===== config.mk =====
export PLATFORM = sky130hd
export DESIGN_NAME = fit_scale_rgb_to_rgb565_flat
export DESIGN_NICKNAME = d
export VERILOG_FILES = /design/src/hw/rtl/fsr_pkg.sv /design/src/hw/rtl/fsr_intf.sv /design/src/hw/rtl/fsr_front.sv /design/src/hw/rtl/fsr_muldiv.sv /design/src/hw/rtl/fsr_back.sv /design/src/hw/rtl/fit_scale_rgb_to_rgb565.sv /design/src/flat_wrapper.sv
export SDC_FILE = /design/constraint.sdc
export NUM_CORES = 1
export LEC_CHECK = 0
export BUFFER_PORTS_ARGS = -buffer_cell sky130_fd_sc_hd__buf_4
export CORE_ASPECT_RATIO = 0.6
export CORE_MARGIN = 2
export CORE_UTILIZATION = 35
export CTS_CLUSTER_SIZE = 30
export DETAILED_ROUTE_END_ITERATION = 8
export GPL_TIMING_DRIVEN = 0
export PLACE_DENSITY = 0.49
export SETUP_SLACK_MARGIN = 0.5
export SYNTH_ARGS = -nofsm -noshare
export SYNTH_HDL_FRONTEND = slang
export SYNTH_HIERARCHICAL = 1
export SYNTH_SLANG_ARGS = --single-unit
export TNS_END_PERCENT = 1

===== constraint.sdc =====
create_clock -name clk_i -period 9.55 [get_ports clk_i]
set_clock_uncertainty 0.15 [all_clocks]
set_input_delay 0.4775 -clock clk_i [delete_from_list [all_inputs] [get_ports clk_i]]
set_output_delay 0.4775 -clock clk_i [all_outputs]
set_load 0.02 [all_outputs]

===== src/hw/rtl/fsr_pkg.sv =====
`timescale 1ns / 1ps
// Shared types, constants and helpers for the fit-and-scale RGB565 writer.
// No dependencies; used by every other file of the block.
package fsr_pkg;

  // Screen geometry and source limits
  localparam int ScreenWidth  = 320;
  localparam int ScreenHeight = 240;
  localparam int MaxSourceDim = 4095;

  // Field widths
  localparam int ChanW    = 8;
  localparam int ColorW   = 16;
  localparam int IdxW     = 17;
  localparam int SrcW     = 12;
  localparam int PosW     = 11;
  localparam int BoxW     = 10;
  localparam int OrgW     = 12;
  localparam int ScrW     = 13;
  localparam int CfgIdxW  = 3;
  localparam int CfgDataW = 12;

  // Shared multiply-divide unit: quotient bits and step counter
  localparam int QuotW    = 12;
  localparam int ProdW    = 2 * QuotW;
  localparam int StepCntW = $clog2(QuotW + 1);

  // Pixel queue between front and back
  localparam int QDepth = 2;
  localparam int QPtrW  = $clog2(QDepth);
  localparam int QCntW  = $clog2(QDepth + 1);

  // Register reset values
  localparam int RstSrcWidth  = 320;
  localparam int RstSrcHeight = 240;
  localparam int RstBoxWidth  = 320;
  localparam int RstBoxHeight = 240;

  typedef enum logic [CfgIdxW-1:0] {
    REG_SOURCE_WIDTH  = 3'd0,
    REG_SOURCE_HEIGHT = 3'd1,
    REG_BOX_LEFT      = 3'd2,
    REG_BOX_TOP       = 3'd3,
    REG_BOX_WIDTH     = 3'd4,
    REG_BOX_HEIGHT    = 3'd5
  } cfg_reg_e;

  typedef struct packed {
    logic [SrcW-1:0] source_width;
    logic [SrcW-1:0] source_height;
    logic [PosW-1:0] box_left;
    logic [PosW-1:0] box_top;
    logic [BoxW-1:0] box_width;
    logic [BoxW-1:0] box_height;
  } cfg_t;

  typedef struct packed {
    logic             start;
    logic [QuotW-1:0] a;
    logic [QuotW-1:0] b;
    logic [QuotW-1:0] d;
  } md_req_t;

  typedef struct packed {
    logic             busy;
    logic             done;
    logic [QuotW-1:0] q;
  } md_rsp_t;

  typedef struct packed {
    logic              valid;
    logic [ColorW-1:0] color;
  } q_head_t;

  function automatic logic [ColorW-1:0] pack565(input logic [ChanW-1:0] r,
                                                input logic [ChanW-1:0] g,
                                                input logic [ChanW-1:0] b);
    return {r[7:3], g[7:2], b[7:3]};
  endfunction

endpackage


===== src/hw/rtl/fsr_intf.sv =====
`timescale 1ns / 1ps
// Handshake channels of the block: source pixels, framebuffer writes, register writes.
// Depends on fsr_pkg for field widths.
interface fsr_pix_if;
  logic                      valid;
  logic                      ready;
  logic [fsr_pkg::ChanW-1:0] red;
  logic [fsr_pkg::ChanW-1:0] green;
  logic [fsr_pkg::ChanW-1:0] blue;
  modport source (output valid, red, green, blue, input ready);
  modport sink (input valid, red, green, blue, output ready);
endinterface

interface fsr_wr_if;
  logic                       valid;
  logic                       ready;
  logic [fsr_pkg::IdxW-1:0]   pixel_index;
  logic [fsr_pkg::ColorW-1:0] color;
  logic                       frame_last;
  modport source (output valid, pixel_index, color, frame_last, input ready);
  modport sink (input valid, pixel_index, color, frame_last, output ready);
endinterface

interface fsr_cfg_if;
  logic                         valid;
  logic                         ready;
  logic [fsr_pkg::CfgIdxW-1:0]  index;
  logic [fsr_pkg::CfgDataW-1:0] data;
  modport source (output valid, index, data, input ready);
  modport sink (input valid, index, data, output ready);
endinterface


===== src/hw/rtl/fsr_front.sv =====
`timescale 1ns / 1ps
// Front end: accepts source pixel beats, packs them to RGB565, holds them in a short queue.
// Depends on fsr_pkg and fsr_intf.
module fsr_front (
  input  logic             clk_i,
  input  logic             rst_ni,
  fsr_pix_if.sink          in_i,
  output fsr_pkg::q_head_t head_o,
  input  logic             pop_i
);

  logic [fsr_pkg::ColorW-1:0] mem_q [fsr_pkg::QDepth];
  logic [fsr_pkg::QPtrW-1:0]  wr_ptr_q, rd_ptr_q;
  logic [fsr_pkg::QCntW-1:0]  cnt_q, cnt_d;
  logic                       push;

  assign in_i.ready = (cnt_q != fsr_pkg::QCntW'(fsr_pkg::QDepth));
  assign push       = in_i.valid && in_i.ready;

  assign head_o.valid = (cnt_q != '0);
  assign head_o.color = mem_q[rd_ptr_q];

  always_comb begin
    case ({push, pop_i})
      2'b10:   cnt_d = cnt_q + 1'b1;
      2'b01:   cnt_d = cnt_q - 1'b1;
      default: cnt_d = cnt_q;
    endcase
  end

  always_ff @(posedge clk_i) begin
    if (push) begin
      mem_q[wr_ptr_q] <= fsr_pkg::pack565(in_i.red, in_i.green, in_i.blue);
    end
  end

  always_ff @(posedge clk_i or negedge rst_ni) begin
    if (!rst_ni) begin
      wr_ptr_q <= '0;
      rd_ptr_q <= '0;
      cnt_q    <= '0;
    end else begin
      if (push) begin
        wr_ptr_q <= wr_ptr_q + 1'b1;
      end
      if (pop_i) begin
        rd_ptr_q <= rd_ptr_q + 1'b1;
      end
      cnt_q <= cnt_d;
    end
  end

endmodule


===== src/hw/rtl/fsr_muldiv.sv =====
`timescale 1ns / 1ps
// Shared unit: registers a*b, then divides by d one quotient bit per cycle.
// Depends on fsr_pkg. Caller guarantees the quotient fits in QuotW bits and d != 0.
module fsr_muldiv (
  input  logic             clk_i,
  input  logic             rst_ni,
  input  fsr_pkg::md_req_t req_i,
  output fsr_pkg::md_rsp_t rsp_o
);

  logic                         busy_q, done_q;
  logic [fsr_pkg::StepCntW-1:0] cnt_q;
  logic [fsr_pkg::ProdW-1:0]    acc_q;
  logic [fsr_pkg::QuotW-1:0]    d_q;
  logic [fsr_pkg::QuotW:0]      trial, diff;
  logic                         ge;
  logic [fsr_pkg::QuotW-1:0]    rem_next;

  // Partial remainder with the next numerator bit shifted in
  assign trial    = {acc_q[fsr_pkg::ProdW-1:fsr_pkg::QuotW], acc_q[fsr_pkg::QuotW-1]};
  assign ge       = (trial >= {1'b0, d_q});
  assign diff     = trial - {1'b0, d_q};
  assign rem_next = ge ? diff[fsr_pkg::QuotW-1:0] : trial[fsr_pkg::QuotW-1:0];

  assign rsp_o.busy = busy_q;
  assign rsp_o.done = done_q;
  assign rsp_o.q    = acc_q[fsr_pkg::QuotW-1:0];

  always_ff @(posedge clk_i) begin
    if (req_i.start) begin
      acc_q <= fsr_pkg::ProdW'(req_i.a) * fsr_pkg::ProdW'(req_i.b);
      d_q   <= req_i.d;
    end else if (busy_q) begin
      acc_q <= {rem_next, acc_q[fsr_pkg::QuotW-2:0], ge};
    end
  end

  always_ff @(posedge clk_i or negedge rst_ni) begin
    if (!rst_ni) begin
      busy_q <= 1'b0;
      done_q <= 1'b0;
      cnt_q  <= '0;
    end else begin
      done_q <= busy_q && (cnt_q == fsr_pkg::StepCntW'(1));
      if (req_i.start) begin
        busy_q <= 1'b1;
        cnt_q  <= fsr_pkg::StepCntW'(fsr_pkg::QuotW);
      end else if (busy_q) begin
        cnt_q <= cnt_q - 1'b1;
        if (cnt_q == fsr_pkg::StepCntW'(1)) begin
          busy_q <= 1'b0;
        end
      end
    end
  end

endmodule


===== src/hw/rtl/fsr_back.sv =====
`timescale 1ns / 1ps
// Back end: fits the image at its first pixel, tracks sampling positions, emits writes.
// Depends on fsr_pkg, fsr_intf; drives the shared fsr_muldiv unit.
module fsr_back (
  input  logic             clk_i,
  input  logic             rst_ni,
  input  fsr_pkg::cfg_t    cfg_i,
  input  fsr_pkg::q_head_t head_i,
  output logic             pop_o,
  output fsr_pkg::md_req_t md_req_o,
  input  fsr_pkg::md_rsp_t md_rsp_i,
  fsr_wr_if.source         out_o
);

  localparam logic [2:0] StIdle     = 3'd0;
  localparam logic [2:0] StFit1     = 3'd1;
  localparam logic [2:0] StFit1Wait = 3'd2;
  localparam logic [2:0] StFit2     = 3'd3;
  localparam logic [2:0] StFit2Wait = 3'd4;
  localparam logic [2:0] StFitDone  = 3'd5;
  localparam logic [2:0] StEval     = 3'd6;
  localparam logic [2:0] StDivWait  = 3'd7;

  localparam int SrcW = fsr_pkg::SrcW;
  localparam int BoxW = fsr_pkg::BoxW;
  localparam int OrgW = fsr_pkg::OrgW;
  localparam int ScrW = fsr_pkg::ScrW;

  logic [2:0]                 state_q, state_d;
  logic [fsr_pkg::ColorW-1:0] color_q, color_d;
  logic [SrcW-1:0]            src_col_q, src_col_d, src_row_q, src_row_d;
  logic [BoxW-1:0]            out_col_q, out_col_d, out_row_q, out_row_d;
  logic [SrcW-1:0]            want_col_q, want_col_d, want_row_q, want_row_d;
  logic [BoxW-1:0]            fit_w_q, fit_w_d, fit_h_q, fit_h_d;
  logic [OrgW-1:0]            org_x_q, org_x_d, org_y_q, org_y_d;
  logic [SrcW-1:0]            tw_q, tw_d, th_q, th_d;
  logic                       div_row_q, div_row_d;
  logic                       out_valid_q, out_valid_d;
  logic [fsr_pkg::IdxW-1:0]   out_idx_q, out_idx_d;
  logic [fsr_pkg::ColorW-1:0] out_color_q, out_color_d;
  logic                       out_last_q, out_last_d;

  logic [SrcW-1:0] w, h;
  logic [BoxW-1:0] bw, bh;
  logic [BoxW-1:0] fw_new, fh_new;
  logic [BoxW-1:0] pad_x, pad_y;
  logic            row_end, img_end, row_used, sample, visible, stall;
  logic [ScrW-1:0] dx, dy;
  logic [2*ScrW-1:0] idx_full;

  function automatic logic [SrcW-1:0] src_dim(input logic [SrcW-1:0] v);
    if (v == '0) return SrcW'(1);
    if (v > SrcW'(fsr_pkg::MaxSourceDim)) return SrcW'(fsr_pkg::MaxSourceDim);
    return v;
  endfunction

  assign w  = src_dim(cfg_i.source_width);
  assign h  = src_dim(cfg_i.source_height);
  assign bw = (cfg_i.box_width == '0) ? BoxW'(1) : cfg_i.box_width;
  assign bh = (cfg_i.box_height == '0) ? BoxW'(1) : cfg_i.box_height;

  // Fitted size with a floor of one; tw and th are within the box here
  assign fw_new = (tw_q == '0) ? BoxW'(1) : tw_q[BoxW-1:0];
  assign fh_new = (th_q == '0) ? BoxW'(1) : th_q[BoxW-1:0];
  assign pad_x  = bw - fw_new;
  assign pad_y  = bh - fh_new;

  assign row_end  = (src_col_q >= w - SrcW'(1));
  assign img_end  = row_end && (src_row_q >= h - SrcW'(1));
  assign row_used = (src_row_q == want_row_q) && (out_row_q < fit_h_q);
  assign sample   = row_used && (src_col_q == want_col_q) && (out_col_q < fit_w_q);

  assign dx = {org_x_q[OrgW-1], org_x_q} + {{(ScrW - BoxW){1'b0}}, out_col_q};
  assign dy = {org_y_q[OrgW-1], org_y_q} + {{(ScrW - BoxW){1'b0}}, out_row_q};
  assign visible = !dx[ScrW-1] && (dx < ScrW'(fsr_pkg::ScreenWidth)) &&
                   !dy[ScrW-1] && (dy < ScrW'(fsr_pkg::ScreenHeight));
  assign idx_full = (2*ScrW)'(dy) * (2*ScrW)'(fsr_pkg::ScreenWidth) + (2*ScrW)'(dx);

  // Hold the pixel while an earlier write still waits in the output register
  assign stall = sample && visible && out_valid_q && !out_o.ready;

  assign out_o.valid       = out_valid_q;
  assign out_o.pixel_index = out_idx_q;
  assign out_o.color       = out_color_q;
  assign out_o.frame_last  = out_last_q;

  always_comb begin
    state_d     = state_q;
    color_d     = color_q;
    src_col_d   = src_col_q;
    src_row_d   = src_row_q;
    out_col_d   = out_col_q;
    out_row_d   = out_row_q;
    want_col_d  = want_col_q;
    want_row_d  = want_row_q;
    fit_w_d     = fit_w_q;
    fit_h_d     = fit_h_q;
    org_x_d     = org_x_q;
    org_y_d     = org_y_q;
    tw_d        = tw_q;
    th_d        = th_q;
    div_row_d   = div_row_q;
    out_valid_d = out_valid_q && !out_o.ready;
    out_idx_d   = out_idx_q;
    out_color_d = out_color_q;
    out_last_d  = out_last_q;
    pop_o       = 1'b0;
    md_req_o    = '0;

    case (state_q)
      StIdle: begin
        if (head_i.valid) begin
          pop_o   = 1'b1;
          color_d = head_i.color;
          if (src_col_q == '0 && src_row_q == '0) begin
            tw_d    = w;
            th_d    = h;
            state_d = StFit1;
          end else begin
            state_d = StEval;
          end
        end
      end
      StFit1: begin
        // Limit width first
        if (tw_q > SrcW'(bw)) begin
          md_req_o.start = 1'b1;
          md_req_o.a     = th_q;
          md_req_o.b     = SrcW'(bw);
          md_req_o.d     = tw_q;
          state_d        = StFit1Wait;
        end else begin
          state_d = StFit2;
        end
      end
      StFit1Wait: begin
        if (md_rsp_i.done) begin
          th_d    = md_rsp_i.q;
          tw_d    = SrcW'(bw);
          state_d = StFit2;
        end
      end
      StFit2: begin
        if (th_q > SrcW'(bh)) begin
          md_req_o.start = 1'b1;
          md_req_o.a     = tw_q;
          md_req_o.b     = SrcW'(bh);
          md_req_o.d     = th_q;
          state_d        = StFit2Wait;
        end else begin
          state_d = StFitDone;
        end
      end
      StFit2Wait: begin
        if (md_rsp_i.done) begin
          tw_d    = md_rsp_i.q;
          th_d    = SrcW'(bh);
          state_d = StFitDone;
        end
      end
      StFitDone: begin
        fit_w_d    = fw_new;
        fit_h_d    = fh_new;
        org_x_d    = {cfg_i.box_left[fsr_pkg::PosW-1], cfg_i.box_left} +
                     OrgW'(pad_x[BoxW-1:1]);
        org_y_d    = {cfg_i.box_top[fsr_pkg::PosW-1], cfg_i.box_top} +
                     OrgW'(pad_y[BoxW-1:1]);
        out_col_d  = '0;
        out_row_d  = '0;
        want_col_d = '0;
        want_row_d = '0;
        state_d    = StEval;
      end
      StEval: begin
        if (!stall) begin
          state_d = StIdle;
          if (sample) begin
            out_col_d = out_col_q + 1'b1;
            if (visible) begin
              out_valid_d = 1'b1;
              out_idx_d   = idx_full[fsr_pkg::IdxW-1:0];
              out_color_d = color_q;
              out_last_d  = img_end;
            end
          end
          if (row_end) begin
            out_col_d  = '0;
            want_col_d = '0;
            src_col_d  = '0;
            src_row_d  = img_end ? '0 : src_row_q + 1'b1;
            if (row_used) begin
              out_row_d      = out_row_q + 1'b1;
              md_req_o.start = 1'b1;
              md_req_o.a     = SrcW'({1'b0, out_row_q} + 1'b1);
              md_req_o.b     = h;
              md_req_o.d     = SrcW'(fit_h_q);
              div_row_d      = 1'b1;
              state_d        = StDivWait;
            end
          end else begin
            src_col_d = src_col_q + 1'b1;
            if (sample) begin
              md_req_o.start = 1'b1;
              md_req_o.a     = SrcW'({1'b0, out_col_q} + 1'b1);
              md_req_o.b     = w;
              md_req_o.d     = SrcW'(fit_w_q);
              div_row_d      = 1'b0;
              state_d        = StDivWait;
            end
          end
        end
      end
      StDivWait: begin
        if (md_rsp_i.done) begin
          if (div_row_q) begin
            want_row_d = md_rsp_i.q;
          end else begin
            want_col_d = md_rsp_i.q;
          end
          state_d = StIdle;
        end
      end
      default: begin
        state_d = StIdle;
      end
    endcase
  end

  always_ff @(posedge clk_i) begin
    color_q     <= color_d;
    tw_q        <= tw_d;
    th_q        <= th_d;
    div_row_q   <= div_row_d;
    out_idx_q   <= out_idx_d;
    out_color_q <= out_color_d;
    out_last_q  <= out_last_d;
  end

  always_ff @(posedge clk_i or negedge rst_ni) begin
    if (!rst_ni) begin
      state_q     <= StIdle;
      src_col_q   <= '0;
      src_row_q   <= '0;
      out_col_q   <= '0;
      out_row_q   <= '0;
      want_col_q  <= '0;
      want_row_q  <= '0;
      fit_w_q     <= '0;
      fit_h_q     <= '0;
      org_x_q     <= '0;
      org_y_q     <= '0;
      out_valid_q <= 1'b0;
    end else begin
      state_q     <= state_d;
      src_col_q   <= src_col_d;
      src_row_q   <= src_row_d;
      out_col_q   <= out_col_d;
      out_row_q   <= out_row_d;
      want_col_q  <= want_col_d;
      want_row_q  <= want_row_d;
      fit_w_q     <= fit_w_d;
      fit_h_q     <= fit_h_d;
      org_x_q     <= org_x_d;
      org_y_q     <= org_y_d;
      out_valid_q <= out_valid_d;
    end
  end

endmodule


===== src/hw/rtl/fit_scale_rgb_to_rgb565.sv =====
`timescale 1ns / 1ps
// Path: an accepted beat passes the queue, the pop and evaluate states and the output register.
// Every pixel is popped and evaluated; one that starts a division (a sampled pixel
//   or the end of a used row) also waits for the multiply, 12 divide steps and the done flag.
// The first pixel of an image also runs the fit; a held write stalls the back.
// Reset: asynchronous, active low; registers return to defaults, positions clear, queue empties.
// Depends on fsr_pkg, fsr_intf, fsr_front, fsr_muldiv and fsr_back.
module fit_scale_rgb_to_rgb565 (
  input  logic     clk_i,
  input  logic     rst_ni,
  fsr_cfg_if.sink  cfg_i,
  fsr_pix_if.sink  in_i,
  fsr_wr_if.source out_o
);

  fsr_pkg::cfg_t    cfg_q;
  fsr_pkg::q_head_t head;
  fsr_pkg::md_req_t md_req;
  fsr_pkg::md_rsp_t md_rsp;
  logic             pop;

  // Register file: writes are always taken; an unknown index is dropped.
  assign cfg_i.ready = 1'b1;

  always_ff @(posedge clk_i or negedge rst_ni) begin
    if (!rst_ni) begin
      cfg_q.source_width  <= fsr_pkg::SrcW'(fsr_pkg::RstSrcWidth);
      cfg_q.source_height <= fsr_pkg::SrcW'(fsr_pkg::RstSrcHeight);
      cfg_q.box_left      <= '0;
      cfg_q.box_top       <= '0;
      cfg_q.box_width     <= fsr_pkg::BoxW'(fsr_pkg::RstBoxWidth);
      cfg_q.box_height    <= fsr_pkg::BoxW'(fsr_pkg::RstBoxHeight);
    end else if (cfg_i.valid && cfg_i.ready) begin
      case (fsr_pkg::cfg_reg_e'(cfg_i.index))
        fsr_pkg::REG_SOURCE_WIDTH:  cfg_q.source_width  <= cfg_i.data[fsr_pkg::SrcW-1:0];
        fsr_pkg::REG_SOURCE_HEIGHT: cfg_q.source_height <= cfg_i.data[fsr_pkg::SrcW-1:0];
        fsr_pkg::REG_BOX_LEFT:      cfg_q.box_left      <= cfg_i.data[fsr_pkg::PosW-1:0];
        fsr_pkg::REG_BOX_TOP:       cfg_q.box_top       <= cfg_i.data[fsr_pkg::PosW-1:0];
        fsr_pkg::REG_BOX_WIDTH:     cfg_q.box_width     <= cfg_i.data[fsr_pkg::BoxW-1:0];
        fsr_pkg::REG_BOX_HEIGHT:    cfg_q.box_height    <= cfg_i.data[fsr_pkg::BoxW-1:0];
        default: begin
        end
      endcase
    end
  end

  // Front: take pixel beats, pack to RGB565, queue them for the back end.
  fsr_front u_front (
    .clk_i  (clk_i),
    .rst_ni (rst_ni),
    .in_i   (in_i),
    .head_o (head),
    .pop_i  (pop)
  );

  // Shared multiply then divide, used for the fit and for each next sample position.
  fsr_muldiv u_muldiv (
    .clk_i  (clk_i),
    .rst_ni (rst_ni),
    .req_i  (md_req),
    .rsp_o  (md_rsp)
  );

  // Back: walk the source raster, pick sampled pixels, clip and emit writes.
  fsr_back u_back (
    .clk_i    (clk_i),
    .rst_ni   (rst_ni),
    .cfg_i    (cfg_q),
    .head_i   (head),
    .pop_o    (pop),
    .md_req_o (md_req),
    .md_rsp_i (md_rsp),
    .out_o    (out_o)
  );

`ifndef SYNTHESIS
  a_md_start_idle: assert property (@(posedge clk_i) disable iff (!rst_ni)
    md_req.start |-> !md_rsp.busy)
    else $error("muldiv started while busy");

  a_md_done_after_busy: assert property (@(posedge clk_i) disable iff (!rst_ni)
    md_rsp.done |-> (!md_rsp.busy && $past(md_rsp.busy)))
    else $error("muldiv done without a finished run");

  a_pop_nonempty: assert property (@(posedge clk_i) disable iff (!rst_ni)
    pop |-> head.valid)
    else $error("pixel queue popped while empty");
`endif

endmodule


===== src/flat_wrapper.sv =====
// flat-port wrapper written by rule: the top's interface ports become plain ports
module fit_scale_rgb_to_rgb565_flat 
  (clk_i, rst_ni, cfg_i_valid, cfg_i_index, cfg_i_data, cfg_i_ready, in_i_valid, in_i_red, in_i_green, in_i_blue, in_i_ready, out_o_valid, out_o_pixel_index, out_o_color, out_o_frame_last, out_o_ready);
  fsr_cfg_if cfg_i_i ();
  fsr_pix_if in_i_i ();
  fsr_wr_if out_o_i ();
  input  logic clk_i;
  input  logic rst_ni;
  input wire logic [$bits(cfg_i_i.valid)-1:0] cfg_i_valid;
  input wire logic [$bits(cfg_i_i.index)-1:0] cfg_i_index;
  input wire logic [$bits(cfg_i_i.data)-1:0] cfg_i_data;
  output wire logic [$bits(cfg_i_i.ready)-1:0] cfg_i_ready;
  input wire logic [$bits(in_i_i.valid)-1:0] in_i_valid;
  input wire logic [$bits(in_i_i.red)-1:0] in_i_red;
  input wire logic [$bits(in_i_i.green)-1:0] in_i_green;
  input wire logic [$bits(in_i_i.blue)-1:0] in_i_blue;
  output wire logic [$bits(in_i_i.ready)-1:0] in_i_ready;
  output wire logic [$bits(out_o_i.valid)-1:0] out_o_valid;
  output wire logic [$bits(out_o_i.pixel_index)-1:0] out_o_pixel_index;
  output wire logic [$bits(out_o_i.color)-1:0] out_o_color;
  output wire logic [$bits(out_o_i.frame_last)-1:0] out_o_frame_last;
  input wire logic [$bits(out_o_i.ready)-1:0] out_o_ready;
  assign cfg_i_i.valid = cfg_i_valid;
  assign cfg_i_i.index = cfg_i_index;
  assign cfg_i_i.data = cfg_i_data;
  assign cfg_i_ready = cfg_i_i.ready;
  assign in_i_i.valid = in_i_valid;
  assign in_i_i.red = in_i_red;
  assign in_i_i.green = in_i_green;
  assign in_i_i.blue = in_i_blue;
  assign in_i_ready = in_i_i.ready;
  assign out_o_valid = out_o_i.valid;
  assign out_o_pixel_index = out_o_i.pixel_index;
  assign out_o_color = out_o_i.color;
  assign out_o_frame_last = out_o_i.frame_last;
  assign out_o_i.ready = out_o_ready;
  fit_scale_rgb_to_rgb565 u_core (.clk_i(clk_i), .rst_ni(rst_ni), .cfg_i(cfg_i_i), .in_i(in_i_i), .out_o(out_o_i));
endmodule

==> results.toml, run 1 <==
[clocking]
clock_sinks = 335
clock-root-buffer = "clkbuf_16"
cts_tree = "built"
cts_made_buffers = 38
clkLatencyLatePin_ns = 0.56
htree_levels = 2
clk_pin_slew_ns = 0.06
cts_buffer_depth = 3

[timing]
max_slew.worst_pin.slew_ns = 1.28
fin_ws_ns = 0.409
hold_ws_ns = 0.0425
fmax_mhz = 109
drv_slew = 0
finalSetupViolCount = 0
rsz0062_at_grt = "true"
hold_viol = 0
fin_setup_tns_ns = 0
period_share = 0.957
maxSlewHeadroom = 0.144
min_period_ns = 9.14

[final_layout]
utilization = 0.419
stdcell_area_um2 = 30300
drive_above_1_share = 0.192
area_growth_pct = 17.7
fin_nets = 3123
instances_no_fill = 3752

[yosys]
synth_fp_nets = 2937
avgSynthCellArea_um2 = 10.0
synthCells = 2561
yosys_warnings = 6
syn_area_um2 = 25700

[worst_setup_path]
startpoint_type = "flop"
slowest_delay_ns = 0.57
worstSetupPathType = "flop to flop"
arrival_ns = 9.37
cp-end-kind = "flop"
cpMaxStageDelayCell = "fa_1"
cp_data_required_time_ns = 9.78
rr_startpoint = "u_core/cfg_q[57]"
cpMostUsedCell = "fa_1"
reg2reg_to = "u_core/u_muldiv/acc_q[23]"
cp_max_fo = 10
r2r_cells = 40
rrSetupSlack_ns = 0.41

[detailed_routing]
route.met2.wl_um = 32000
vias = 20302
drtIter0Drc = 1752
totalWireLength_um = 87700
wl_met3_um = 9500
ant_nets = 0
drtPass1Iterations = 6
drc_errors = 0
top_layer_used = "met5"
wl_met1_um = 44700
via_per_inst = 5.41
wire_per_inst_um = 23.4

[place]
hpwl_um = 68100
place_ws_ns = -2.92
place.port_buffers = 71
gp_congestion = 1.00
place_area_um2 = 27600
dp_cells = 3613

[grt]
grt_max_degree = 106
grt_overflow_total = 0
grt_util_all_layers = 0.228
grt_pass1_wl_um = 130000
grt_pass1_vias = 20161
antenna_found_initial = 7

[worst_hold_path]
holdCritPathClass = "input port to flop"
min-delay-start = "cfg_i_data[11]"
hold-path-endpoint = "u_core/cfg_q[53]"
holdPathStages = 2

[run_status]
status = "finished, final reports clean"

[floorplan]
die_w_um = 354
row_count = 76
initial_utilization = 0.356
die_h_um = 214
num_io_pins = 81
die-area_um2 = 75700
coreArea_um2 = 72300

[pwr]
power_mw = 9.50
leakage_nw = 13.5
ir_drop_v = 0.000228
powerDensity_nw_per_um2 = 314

[flow_run]
drv_cap = 0
layer usage:
metal  up-vias  GRT usage
met3       108     0.0855
met5         -     0.0219
met4         8     0.0383
met1     10120      0.365
met2       717      0.283
li1       9349          -
how the worst max path moves through the flow:
| stage | start | end | slack, ns | cells after the start |
|---|---|---|---|---|
| final | u_core/cfg_q[57] | u_core/u_muldiv/acc_q[23] | 0.41 | 40 |
| after floorplan | u_core/cfg_q[56] | u_core/u_muldiv/acc_q[21] | 0.62 | 37 |
| after global routing | u_core/cfg_q[57] | u_core/u_muldiv/acc_q[22] | 0.11 | 38 |
| after CTS | u_core/cfg_q[58] | u_core/u_muldiv/acc_q[21] | 0.41 | 39 |
| after detailed placement | u_core/cfg_q[61] | u_core/u_muldiv/acc_q[21] | -2.92 | 37 |
| after global placement | u_core/cfg_q[61] | u_core/u_muldiv/acc_q[21] | -2.73 | 37 |
report_power, final:
| group | internal, mW | total, mW | switching, mW |
|---|---|---|---|
| combinational | 2.23 | 5.26 | 3.03 |
| clock | 0.947 | 1.59 | 0.645 |
| sequential | 2.13 | 2.65 | 0.523 |
registers in the layout, summed over array words and instances (netlist names), 3 cells and up:
| register | cells |
|---|---|
| u_core/u_back/out_row_q | 10 |
| u_core/u_back/fit_w_q | 10 |
| u_core/u_back/out_o.color | 16 |
| u_core/u_back/state_q | 3 |
| u_core/u_muldiv/acc_q | 24 |
| u_core/cfg_q | 66 |
| u_core/u_back/org_y_q | 12 |
| u_core/u_back/fit_h_q | 10 |
| u_core/u_back/color_q | 16 |
| u_core/u_back/out_o.pixel_index | 17 |
| u_core/u_back/want_row_q | 12 |
| u_core/u_back/src_col_q | 12 |
| u_core/u_front/mem_q | 32 |
| u_core/u_back/want_col_q | 12 |
| u_core/u_back/out_col_q | 10 |
| u_core/u_muldiv/cnt_q | 4 |
| u_core/u_back/th_q | 12 |
| u_core/u_back/tw_q | 12 |
| u_core/u_muldiv/d_q | 12 |
| u_core/u_back/src_row_q | 12 |
| u_core/u_back/org_x_q | 12 |
layout by cell type, fill, tap and decap left out, types with 28 or more instances in the layout:
cell	instances
clkbuf_16	43
a21o_1	28
nor2_1	119
ha_1	216
a21oi_1	66
buf_4	141
fa_1	107
and2_1	78
mux2_2	112
xor2_1	43
edfxtp_1	143
nor3_1	34
inv_1	245
nand3_1	48
a221o_1	34
xnor2_1	100
a22oi_1	42
dfrtp_1	165
o21ai_0	111
nand2_1	247
clkbuf_1	66
o21a_1	28
final cells by class:
class                           instances  area [um2]
Antenna cell                            1        2.50
Buffer                                135         853
Clock buffer                           52        1100
Clock inverter                         17         216
Fill cell                            7029       42000
Inverter                              252         953
Multi-Input combinational cell       1839       15500
Sequential cell                       335        9130
Tap cell                              975        1220
Timing Repair Buffer                  146        1220
worst max-delay path, delay by kind of cell, from the launching register on:
family | cells | cell delay (ns)
adder cells (fa/ha/maj) | 8 | 3.54
flip-flops | 1 | 0.42
AO/OA/AOI/OAI | 10 | 1.72
multiplexers | 1 | 0.16
XOR/XNOR | 1 | 0.13
AND/OR/NAND/NOR | 11 | 1.76
buffers and inverters | 9 | 1.07
repair_timing:
item,4_1_cts,5_1_grt
setup endpoints to repair,21,15
gates resized for setup,145,83
hold buffers,17,0
pin swaps,24,40
buffers inserted,32,20
cloned,0,0
endpoints found under the hold margin,117,0
No activity file was read; power rests on OpenSTA's default activity.
==> run 2: changes to the inputs <==
--- a/config.mk
+++ b/config.mk
@@ -7,7 +7,7 @@
 export LEC_CHECK = 0
 export BUFFER_PORTS_ARGS = -buffer_cell sky130_fd_sc_hd__buf_4
 export CORE_ASPECT_RATIO = 0.6
-export CORE_MARGIN = 2
+export CORE_MARGIN = 4
 export CORE_UTILIZATION = 35
 export CTS_CLUSTER_SIZE = 30
 export DETAILED_ROUTE_END_ITERATION = 8
==> run 2 against run 1 <==
Core utilization is 0.16 points lower; highest routed layer unchanged; flip-flop and latch count stayed put; clock power barely moved; power is 0.37% lower; critical path depth fell by 1; cell count is essentially flat; critical endpoint unchanged; clock-buffer cell count unchanged; sequential power hardly changed; setup slack got worse by 0.050 ns.
==> results.toml, run 2 (synthesis results as in run 1) <==
[run_status]
status = "finished, final reports clean"

[worst_setup_path]
cp_data_required_time_ns = 9.67
critical_path.endpoint = "u_core/u_muldiv/acc_q[23]"
cpMaxStageDelayCell = "or4_4"
cp_num_buf_inv = 9
slowest_delay_ns = 0.56
worstSetupPathType = "flop to flop"
path_delay_family = "adder cells"
cp-end-kind = "flop"
rrSetupSlack_ns = 0.36
startpoint_type = "flop"
arrival_ns = 9.31
cp_max_fo = 7
r2r_cells = 39
path_depth = 39
crit_start = "u_core/cfg_q[57]"
reg2reg_to = "u_core/u_muldiv/acc_q[23]"
rr_startpoint = "u_core/cfg_q[57]"
cpMostUsedCell = "fa_1"

[final_layout]
largest_registers = "u_core/cfg_q: 66 flops, u_core/u_front/mem_q: 32 flops, u_core/u_muldiv/acc_q: 24 flops"
largest_register = "u_core/cfg_q"
stdcell_area_um2 = 30100
area_growth_pct = 17.2
mostFrequentLayoutCells = "248 x nand2_1, 247 x inv_1, 215 x ha_1"
fillCellCount = 7031
final_common_cell = "nand2_1"
fin_nets = 3113
instances_no_fill = 3749
drive_above_1_share = 0.188
largest_register_ffs = 66
utilization = 0.417

[floorplan]
die_w_um = 358
num_io_pins = 81
row_count = 76
coreArea_um2 = 72300
initial_utilization = 0.356
die_h_um = 218
die-area_um2 = 78000

[grt]
grt_overflow_total = 0
grt_util_all_layers = 0.223
grt_pass1_wl_um = 130000
grt_max_degree = 109
grt_pass1_vias = 20336
antenna_found_initial = 6

[clocking]
clkLatencyLatePin_ns = 0.56
clk_pin_slew_ns = 0.06
clock_sinks = 335
htree_levels = 2
clock-root-buffer = "clkbuf_16"
cts_tree = "built"
cts_made_buffers = 38
cts_buffer_depth = 3

[timing]
fin_setup_tns_ns = 0
min_period_ns = 9.19
fin_ws_ns = 0.359
max_slew.worst_pin.slew_ns = 1.03
hold_viol = 0
hold_ws_ns = 0.0425
period_share = 0.962
maxSlewHeadroom = 0.311
finalSetupViolCount = 0
drv_slew = 0
fmax_mhz = 109
rsz0062_at_grt = "true"

[place]
dp_cells = 3615
place_area_um2 = 27700
place.port_buffers = 71
hpwl_um = 68200
gp_congestion = 0.954
place_ws_ns = -2.85

[pwr]
ir_drop_v = 0.000210
leakage_nw = 13.4
power_mw = 9.47
powerDensity_nw_per_um2 = 314

[detailed_routing]
via_per_inst = 5.47
drtIter0Drc = 1814
totalWireLength_um = 87400
ant_nets = 0
vias = 20506
drtPass1Iterations = 5
wire_per_inst_um = 23.3
drc_errors = 0

[flow_run]
drv_cap = 0

[worst_hold_path]
holdCritPathClass = "input port to flop"
## run 2: worst min-delay path by stage
stage	startpoint	endpoint	cells past startpoint
after detailed placement	u_core/u_back/color_q[12]	u_core/u_back/out_o.color[12]	0
final	cfg_i_data[11]	u_core/cfg_q[53]	2
after CTS	cfg_i_data[11]	u_core/cfg_q[53]	2
after floorplan	rst_ni	u_core/cfg_q[0]	0
after global placement	u_core/u_back/color_q[11]	u_core/u_back/out_o.color[11]	0
after global routing	cfg_i_data[11]	u_core/cfg_q[65]	2
## run 2: area by class of cell
class	instances	area (um2)	share of cell area
Multi-Input combinational cell	1839	15500	0.514
Clock buffer	52	1070	0.0354
Timing Repair Buffer	136	1210	0.0402
Clock inverter	17	224	0.00743
Sequential cell	335	9140	0.303
Inverter	252	950	0.0315
Antenna cell	8	20.0	0.000664
Tap cell	975	1220	0.0405
Buffer	135	818	0.0272
## run 2: report_power, final
part,internal [mW],switching [mW],total (mW)
registers,2.13,0.522,2.65
logic,2.21,3.05,5.26
clock network,0.922,0.639,1.56
## run 2: per-layer routing
layer	wire length, um	GRT usage	share of wire	vias up
met2	31800	0.281	0.36	781
met3	9930	0.0778	0.11	90
met5	118	0	0.0014	-
li1	-	-	-	9324
met4	1020	0.0341	0.012	2
met1	44500	0.359	0.51	10309
## run 2: worst register-to-register path, delay by kind of cell (launching register included)
family	cells	cell delay, ns
flip-flops	1	0.43
XOR/XNOR	1	0.17
buffers and inverters	9	1.05
AO/OA/AOI/OAI	10	1.74
multiplexers	1	0.29
adder cells (fa/ha/maj)	8	3.25
AND/OR/NAND/NOR	10	1.82
## run 2: timing repair
item	CTS	global route
endpoints found under the setup margin	20	15
hold buffers	17	0
pin swaps	36	25
gates resized for setup	146	65
buffers inserted	32	8
hold endpoints to repair	133	0
